### src/hdl/dod_pkg.sv
// ----------------------------------------------------------------------------
// Duplicate offset detector package
// Shared widths, status codes and the result record passed from the sequencer
// to the output stage.
// ----------------------------------------------------------------------------
package dod_pkg;

  localparam int unsigned MAX_ENTRIES_DEF = 64;

  localparam int unsigned OFFSET_W = 32;
  localparam int unsigned TAG_W    = 16;
  localparam int unsigned STATUS_W = 3;
  localparam int unsigned ENTRY_W  = OFFSET_W + TAG_W;

  localparam logic [STATUS_W-1:0] ST_ACCEPTED  = 3'd0;
  localparam logic [STATUS_W-1:0] ST_DUPLICATE = 3'd1;
  localparam logic [STATUS_W-1:0] ST_IGNORED   = 3'd2;
  localparam logic [STATUS_W-1:0] ST_VALID     = 3'd3;
  localparam logic [STATUS_W-1:0] ST_OVERFLOW  = 3'd4;

  typedef struct packed {
    logic [STATUS_W-1:0] status;
    logic [TAG_W-1:0]    earlier_tag;
    logic [TAG_W-1:0]    current_tag;
    logic [OFFSET_W-1:0] clash_offset;
  } res_t;

endpackage

### src/hdl/dod_ram.sv
// ----------------------------------------------------------------------------
// Duplicate offset detector RAM
// Generic simple dual-port RAM: one write port, one read port, registered read.
// ----------------------------------------------------------------------------
module dod_ram #(
  parameter int unsigned WIDTH = 8,
  parameter int unsigned DEPTH = 16,
  localparam int unsigned AW   = (DEPTH > 1) ? $clog2(DEPTH) : 1
) (
  input  logic             clk_i,
  input  logic             wr_en_i,
  input  logic [AW-1:0]    wr_addr_i,
  input  logic [WIDTH-1:0] wr_data_i,
  input  logic             rd_en_i,
  input  logic [AW-1:0]    rd_addr_i,
  output logic [WIDTH-1:0] rd_data_o
);

  logic [WIDTH-1:0] mem_q [DEPTH];
  logic [WIDTH-1:0] rd_data_q;

  always_ff @(posedge clk_i) begin
    if (wr_en_i) begin
      mem_q[wr_addr_i] <= wr_data_i;
    end
    if (rd_en_i) begin
      rd_data_q <= mem_q[rd_addr_i];
    end
  end

  assign rd_data_o = rd_data_q;

endmodule

### src/hdl/dod_scan.sv
// ----------------------------------------------------------------------------
// Duplicate offset detector scan sequencer
// Walks the stored offsets one per cycle through the shared comparator,
// appends misses to the table and tracks the per-directory fail flag.
// ----------------------------------------------------------------------------
module dod_scan #(
  parameter int unsigned MAX_ENTRIES = dod_pkg::MAX_ENTRIES_DEF,
  localparam int unsigned AW = (MAX_ENTRIES > 1) ? $clog2(MAX_ENTRIES) : 1,
  localparam int unsigned CW = $clog2(MAX_ENTRIES + 1)
) (
  input  logic                         clk_i,
  input  logic                         rst_ni,
  input  logic                         in_valid_i,
  output logic                         in_stall_o,
  input  logic                         holds_offset_i,
  input  logic [dod_pkg::OFFSET_W-1:0] entry_offset_i,
  input  logic [dod_pkg::TAG_W-1:0]    entry_tag_i,
  input  logic                         last_entry_i,
  output logic                         res_valid_o,
  output dod_pkg::res_t                res_o,
  input  logic                         res_take_i,
  output logic                         ram_rd_en_o,
  output logic [AW-1:0]                ram_rd_addr_o,
  input  logic [dod_pkg::ENTRY_W-1:0]  ram_rd_data_i,
  output logic                         ram_wr_en_o,
  output logic [AW-1:0]                ram_wr_addr_o,
  output logic [dod_pkg::ENTRY_W-1:0]  ram_wr_data_o
);

  localparam logic [1:0] S_IDLE = 2'd0;
  localparam logic [1:0] S_SCAN = 2'd1;
  localparam logic [1:0] S_DONE = 2'd2;

  logic [1:0]                   state_q, state_d;
  logic [CW-1:0]                cnt_q, cnt_d;
  logic [CW-1:0]                ptr_q, ptr_d;
  logic                         failed_q, failed_d;
  logic                         rd_vld_q, rd_vld_d;
  logic [dod_pkg::OFFSET_W-1:0] off_q, off_d;
  logic [dod_pkg::TAG_W-1:0]    tag_q, tag_d;
  logic                         last_q, last_d;
  dod_pkg::res_t                res_q, res_d;

  logic                         fin;
  logic [dod_pkg::STATUS_W-1:0] fin_status;
  logic [dod_pkg::TAG_W-1:0]    fin_prev;
  logic [dod_pkg::OFFSET_W-1:0] fin_clash;
  logic                         cur_last;
  logic [dod_pkg::TAG_W-1:0]    cur_tag;
  logic                         hit;
  logic                         rd_en;

  assign cur_last = (state_q == S_IDLE) ? last_entry_i : last_q;
  assign cur_tag  = (state_q == S_IDLE) ? entry_tag_i  : tag_q;
  assign hit      = rd_vld_q && (ram_rd_data_i[dod_pkg::OFFSET_W-1:0] == off_q);

  always_comb begin
    state_d     = state_q;
    cnt_d       = cnt_q;
    ptr_d       = ptr_q;
    failed_d    = failed_q;
    rd_vld_d    = 1'b0;
    off_d       = off_q;
    tag_d       = tag_q;
    last_d      = last_q;
    res_d       = res_q;
    rd_en       = 1'b0;
    ram_wr_en_o = 1'b0;
    fin         = 1'b0;
    fin_status  = dod_pkg::ST_ACCEPTED;
    fin_prev    = '0;
    fin_clash   = '0;

    unique case (state_q)
      S_IDLE: begin
        if (in_valid_i) begin
          off_d  = entry_offset_i;
          tag_d  = entry_tag_i;
          last_d = last_entry_i;
          priority if (failed_q) begin
            fin        = 1'b1;
            fin_status = dod_pkg::ST_IGNORED;
          end else if (!holds_offset_i) begin
            fin = 1'b1;
          end else begin
            ptr_d   = '0;
            state_d = S_SCAN;
          end
        end
      end
      S_SCAN: begin
        rd_en = (ptr_q != cnt_q) && !hit;
        priority if (hit) begin
          fin        = 1'b1;
          fin_status = dod_pkg::ST_DUPLICATE;
          fin_prev   = ram_rd_data_i[dod_pkg::ENTRY_W-1:dod_pkg::OFFSET_W];
          fin_clash  = off_q;
          failed_d   = 1'b1;
        end else if (rd_en) begin
          ptr_d    = ptr_q + CW'(1);
          rd_vld_d = 1'b1;
        end else begin
          fin = 1'b1;
          if (cnt_q == CW'(MAX_ENTRIES)) begin
            fin_status = dod_pkg::ST_OVERFLOW;
            failed_d   = 1'b1;
          end else begin
            ram_wr_en_o = 1'b1;
            cnt_d       = cnt_q + CW'(1);
          end
        end
      end
      S_DONE: begin
        if (res_take_i) begin
          state_d = S_IDLE;
        end
      end
      default: begin
        state_d = S_IDLE;
      end
    endcase

    if (fin) begin
      if (cur_last) begin
        if (fin_status == dod_pkg::ST_ACCEPTED) begin
          fin_status = dod_pkg::ST_VALID;
        end
        cnt_d    = '0;
        failed_d = 1'b0;
      end
      res_d.status       = fin_status;
      res_d.earlier_tag  = fin_prev;
      res_d.current_tag  = cur_tag;
      res_d.clash_offset = fin_clash;
      state_d            = S_DONE;
    end
  end

  always_ff @(posedge clk_i or negedge rst_ni) begin
    if (!rst_ni) begin
      state_q  <= S_IDLE;
      cnt_q    <= '0;
      failed_q <= 1'b0;
      rd_vld_q <= 1'b0;
    end else begin
      state_q  <= state_d;
      cnt_q    <= cnt_d;
      failed_q <= failed_d;
      rd_vld_q <= rd_vld_d;
    end
  end

  always_ff @(posedge clk_i) begin
    ptr_q  <= ptr_d;
    off_q  <= off_d;
    tag_q  <= tag_d;
    last_q <= last_d;
    res_q  <= res_d;
  end

  assign in_stall_o    = (state_q != S_IDLE);
  assign res_valid_o   = (state_q == S_DONE);
  assign res_o         = res_q;
  assign ram_rd_en_o   = rd_en;
  assign ram_rd_addr_o = ptr_q[AW-1:0];
  assign ram_wr_addr_o = cnt_q[AW-1:0];
  assign ram_wr_data_o = {tag_q, off_q};

endmodule

### src/hdl/duplicate_offset_detector_top.sv
// Throughput: one entry at a time; the scan reads one stored offset per cycle
//   through a single comparator, and the input is held until the result is
//   taken by the output stage; inline and ignored entries skip the scan.
// Reset: asynchronous, active low; clears the count and fail flag, table
//   contents stay undefined and are never read before being written.
// ----------------------------------------------------------------------------
// Duplicate offset detector top level
// Flags offsets used twice within one directory and table overflow.
// ----------------------------------------------------------------------------
module duplicate_offset_detector_top #(
  parameter int unsigned MAX_ENTRIES = dod_pkg::MAX_ENTRIES_DEF
) (
  input  logic                         clk_i,
  input  logic                         rst_ni,
  input  logic                         in_valid_i,
  output logic                         in_stall_o,
  input  logic                         holds_offset_i,
  input  logic [dod_pkg::OFFSET_W-1:0] entry_offset_i,
  input  logic [dod_pkg::TAG_W-1:0]    entry_tag_i,
  input  logic                         last_entry_i,
  output logic                         out_valid_o,
  input  logic                         out_stall_i,
  output logic [dod_pkg::STATUS_W-1:0] status_o,
  output logic [dod_pkg::TAG_W-1:0]    earlier_tag_o,
  output logic [dod_pkg::TAG_W-1:0]    current_tag_o,
  output logic [dod_pkg::OFFSET_W-1:0] clash_offset_o
);

  localparam int unsigned AW = (MAX_ENTRIES > 1) ? $clog2(MAX_ENTRIES) : 1;

  logic                        res_valid;
  dod_pkg::res_t               res;
  logic                        res_take;
  logic                        ram_rd_en;
  logic [AW-1:0]               ram_rd_addr;
  logic [dod_pkg::ENTRY_W-1:0] ram_rd_data;
  logic                        ram_wr_en;
  logic [AW-1:0]               ram_wr_addr;
  logic [dod_pkg::ENTRY_W-1:0] ram_wr_data;

  logic                        out_valid_q;
  dod_pkg::res_t               out_q;

  dod_scan #(
    .MAX_ENTRIES(MAX_ENTRIES)
  ) u_scan (
    .clk_i         (clk_i),
    .rst_ni        (rst_ni),
    .in_valid_i    (in_valid_i),
    .in_stall_o    (in_stall_o),
    .holds_offset_i(holds_offset_i),
    .entry_offset_i(entry_offset_i),
    .entry_tag_i   (entry_tag_i),
    .last_entry_i  (last_entry_i),
    .res_valid_o   (res_valid),
    .res_o         (res),
    .res_take_i    (res_take),
    .ram_rd_en_o   (ram_rd_en),
    .ram_rd_addr_o (ram_rd_addr),
    .ram_rd_data_i (ram_rd_data),
    .ram_wr_en_o   (ram_wr_en),
    .ram_wr_addr_o (ram_wr_addr),
    .ram_wr_data_o (ram_wr_data)
  );

  dod_ram #(
    .WIDTH(dod_pkg::ENTRY_W),
    .DEPTH(MAX_ENTRIES)
  ) u_table (
    .clk_i    (clk_i),
    .wr_en_i  (ram_wr_en),
    .wr_addr_i(ram_wr_addr),
    .wr_data_i(ram_wr_data),
    .rd_en_i  (ram_rd_en),
    .rd_addr_i(ram_rd_addr),
    .rd_data_o(ram_rd_data)
  );

  assign res_take = res_valid && (!out_valid_q || !out_stall_i);

  always_ff @(posedge clk_i or negedge rst_ni) begin
    if (!rst_ni) begin
      out_valid_q <= 1'b0;
    end else if (res_take) begin
      out_valid_q <= 1'b1;
    end else if (!out_stall_i) begin
      out_valid_q <= 1'b0;
    end
  end

  always_ff @(posedge clk_i) begin
    if (res_take) begin
      out_q <= res;
    end
  end

  assign out_valid_o    = out_valid_q;
  assign status_o       = out_q.status;
  assign earlier_tag_o  = out_q.earlier_tag;
  assign current_tag_o  = out_q.current_tag;
  assign clash_offset_o = out_q.clash_offset;

  a_busy_after_accept: assert property (
    @(posedge clk_i) disable iff (!rst_ni)
    (in_valid_i && !in_stall_o) |=> in_stall_o
  ) else $error("input not held off after transaction");

  a_clean_non_dup: assert property (
    @(posedge clk_i) disable iff (!rst_ni)
    (out_valid_o && (status_o != dod_pkg::ST_DUPLICATE))
      |-> (earlier_tag_o == '0) && (clash_offset_o == '0)
  ) else $error("clash fields set without duplicate");

  a_result_from_work: assert property (
    @(posedge clk_i) disable iff (!rst_ni)
    $rose(out_valid_o) |-> $past(in_stall_o)
  ) else $error("result appeared with no entry in progress");

endmodule
### config.mk
export PLATFORM = sky130hd
export DESIGN_NAME = duplicate_offset_detector_top
export DESIGN_NICKNAME = d
export VERILOG_FILES = /design/src/hdl/dod_pkg.sv /design/src/hdl/dod_ram.sv /design/src/hdl/dod_scan.sv /design/src/hdl/duplicate_offset_detector_top.sv
export SDC_FILE = /design/constraint.sdc
export NUM_CORES = 2
export LEC_CHECK = 0
export BUFFER_PORTS_ARGS = -buffer_cell sky130_fd_sc_hd__buf_2
export CAP_MARGIN = 20
export CORE_UTILIZATION = 59
export CTS_BUF_LIST = sky130_fd_sc_hd__clkbuf_4 sky130_fd_sc_hd__clkbuf_8
export DETAILED_ROUTE_END_ITERATION = 16
export PLACE_DENSITY_LB_ADDON = 0.12
export SYNTH_ARGS = -nofsm -noshare
export SYNTH_HDL_FRONTEND = slang
export SYNTH_SLANG_ARGS = --single-unit
### constraint.sdc
create_clock -name clk_i -period 6.5 [get_ports clk_i]
set_clock_uncertainty 0.15 [all_clocks]
set_input_delay 1.3 -clock clk_i [delete_from_list [all_inputs] [get_ports clk_i]]
set_output_delay 1.3 -clock clk_i [all_outputs]
set_load 0.1 [all_outputs]
==> metrics <==
outcome=finished, final reports clean; largest family of logic cells by synthesized area=multiplexers; Crit. End Element=flip-flop; commonest non-fill, non-tap cell in the layout=edfxtp_1; Power Density=413 mW/mm²; first drt pass iteration count=6; register area share after synthesis=79.4%; I/O Buffers=122; io pins=123; First DRT Iteration DRCs=7946; Hold Fails Final Rpt=0; static leakage=44.3 nW; reg-to-reg slack, setup=1.40 ns; top-area cell type share of the netlist area=79.2%; Hold Path Class=in -> reg; Min Hold Slack=0.245 ns; die height=463 µm; top cell family by delay on the critical path=simple AND/OR/NAND/NOR gates; type of the worst setup path=reg -> reg; Die Area=0.215 mm²; dominant synthesized flop cell=edfxtp_1; post-CTS resize count=0; Worst-path clk slew=0.06 ns; final net count=5753; number of synthesis warnings=0; Crit Path Max Fanout=66; share of layout cells above drive strength 1=36.1%; cell taking the most area after synthesis=edfxtp_1; Synth Area in Compound Gates=0.967%; via count of the first global-routing pass=59862; cts bufs inserted=549; met1 Usage GRT=42.3%; initial antenna violation count=23; Final Slew Violations=0; GRT met2 Usage=46.0%; cell breakdown of the critical path=buf_4, xnor2_1, nand4_1, nor4_1, a31oi_2, nand2_1, buf_4, nor3_2, buf_4; Final HPWL DP=164000 µm; Post-Synthesis Cells=5091; Post-synth ARST share=0.361%; Synth area leaders=edfxtp_1, mux4_2, a22oi_1; Critical Path Source=u_scan.off_q[25]; Max-cap violations=0; Worst Reg-to-Reg Cells=9; CP Depth=9; Mean Syn Cell Area=24.7 µm²; EDFF count, synth=3310; DR WL/cell=35.1 µm; cell row count=168; most frequent cells in the layout=edfxtp_1, mux4_2, clkbuf_8; RR Startpoint=u_scan.off_q[25]; setup TNS=0 ns; Clock Tree Buf Depth=4; RSZ-0062 raised after global routing=false; Post-Synth Simple-Gate Area=1.08%; Synth Area in Adders=0.0299%; Setup Viol. Count Final=0; Synth Area in XOR/XNOR=0.300%; Post-Syn Area=0.126 mm²; met3 Use GR=6.11%; Crit Reg-Reg Endpoint=u_table.mem_q[8][23]; DR DRC count=0; Net Count, Synth=5148; gr ovfl total=0; global-route wire length before repair=440000 µm; Startpoint Class=flip-flop; die width=463 µm; gp weighted congestion=0.848; mux contribution to synthesized area=17.2%; arrival time worst endpoint=5.60 ns; Peak VDD IR=0.000559 V; vias per inst=6.65; crit share post-route=78.5%; slowest stage delay, CP=0.86 ns; TritonCTS clock tree=yes; Worst-Skew Late Latency=1.09 ns; Worst path slowest cell=nand2_1; Antenna Nets Post-Route=0; Yosys cell types=45; Yosys reg bits=3322; core outline area=0.210 mm²; CP bufs+invs=3; crit-path most repeated cell=buf_4; CP required=6.99 ns; Starting Density=59.7%; CTS root buf=clkbuf_8; Worst Tran Pin Value=1.20 ns; slew margin rel.=19.7%; Setup crit end=u_table.mem_q[8][23]; fin crit period=5.10 ns; final WL=313000 µm; DR vias=59197; Total GRT Usage=29.5%; H-tree depth=6; Clock Sinks=3322; Most Crowded Layer GR=met2; P&R area growth vs syn=12.7%; largest net degree at the start of global routing=117; fmax=196 MHz
[power breakdown]
| part | switching (W) | internal (W) |
|---|---|---|
| registers | 0.000287 | 0.0250 |
| logic | 0.00903 | 0.00657 |
| clock network | 0.00798 | 0.00966 |
| total | 0.0173 | 0.0412 |
[worst register-to-register path, stage by stage (launching register included)]
cell	delay, ns
edfxtp_1	0.32
buf_4	0.59
xnor2_1	0.26
nand4_1	0.21
nor4_1	0.75
a31oi_2	0.49
nand2_1	0.86
buf_4	0.43
nor3_2	0.10
buf_4	0.47
[cells in the mapped netlist, types with 32 or more instances]
master / n
mux2i_1: 38
nand2_1: 52
nor3_1: 34
a21oi_1: 44
a22oi_1: 82
mux2_2: 38
buf_2: 92
and2_1: 52
mux4_2: 924
buf_1: 32
edfxtp_1: 3310
nor2_1: 67
clkbuf_1: 133
[state kept, by name, summed over array words and instances (netlist names), 16 cells and up]
register / cells
current_tag_o: 16
u_scan.tag_q: 16
u_scan.res_o: 67
u_table.rd_data_o: 48
clash_offset_o: 32
u_scan.off_q: 32
earlier_tag_o: 16
u_table.mem_q: 3072
[worst min path at each step]
stage	start	end	slack [ns]	depth (start not counted)
2_1_floorplan	u_scan.res_o[0]	clash_offset_o[0]	0.25	0
3_3_place_gp	u_scan.res_o[43]	current_tag_o[11]	0.25	0
3_5_place_dp	u_scan.res_o[31]	clash_offset_o[31]	0.25	0
4_1_cts	entry_offset_i[21]	u_scan.off_q[21]	0.17	1
5_1_grt	entry_offset_i[21]	u_scan.off_q[21]	0.18	1
6_report	entry_offset_i[21]	u_scan.off_q[21]	0.25	1
[cell families (layout without fill, tap and decap cells)]
| group | count (synthesis) | in the layout |
|---|---|---|
| AO/OA/AOI/OAI | 173 | 173 |
| XOR/XNOR | 43 | 43 |
| adder cells (fa/ha/maj) | 3 | 3 |
| buffers and inverters | 278 | 1283 |
| flip-flops | 3322 | 3322 |
| multiplexers | 1000 | 1000 |
| other | 0 | 7 |
| AND/OR/NAND/NOR | 272 | 272 |
[final cells by class]
type | instances | area (µm²)
inverter | 7 | 26.3
fill | 12951 | 68900
sequential | 3322 | 99700
clock buffer | 765 | 9350
clock inverter | 186 | 1070
antenna | 7 | 17.5
tap | 2805 | 3510
timing repair buffer | 325 | 2810
multi-input combinational | 1491 | 25100
[repair_timing]
item	in CTS	in global routing
endpoints found under the hold margin	12	0
setup buffers	0	0
hold buffers	1	0
[metal layers]
layer,vias to the layer above,wire (µm)
li1,23296,-
met1,31927,121000
met2,3411,151000
met3,563,30400
met4,0,10400
met5,-,0
[stage by stage]
stage | instance area (µm²) | std cells | setup slack (ns) | power, W | util, %
3_5_place_dp | 131000 | 7948 | 1.56 | 0.0414 | 62.3
4_1_cts | 142000 | 8900 | 1.50 | 0.0589 | 67.3
5_1_grt | 142000 | 8906 | 1.30 | 0.0604 | 67.3
2_1_floorplan | 126000 | 5091 | 0.394 | 0.0363 | -
3_3_place_gp | 131000 | 7948 | 1.65 | 0.0413 | 62.3
6_report | 142000 | 8908 | 1.40 | 0.0585 | 67.3
Power figures use the tool's default switching activity.
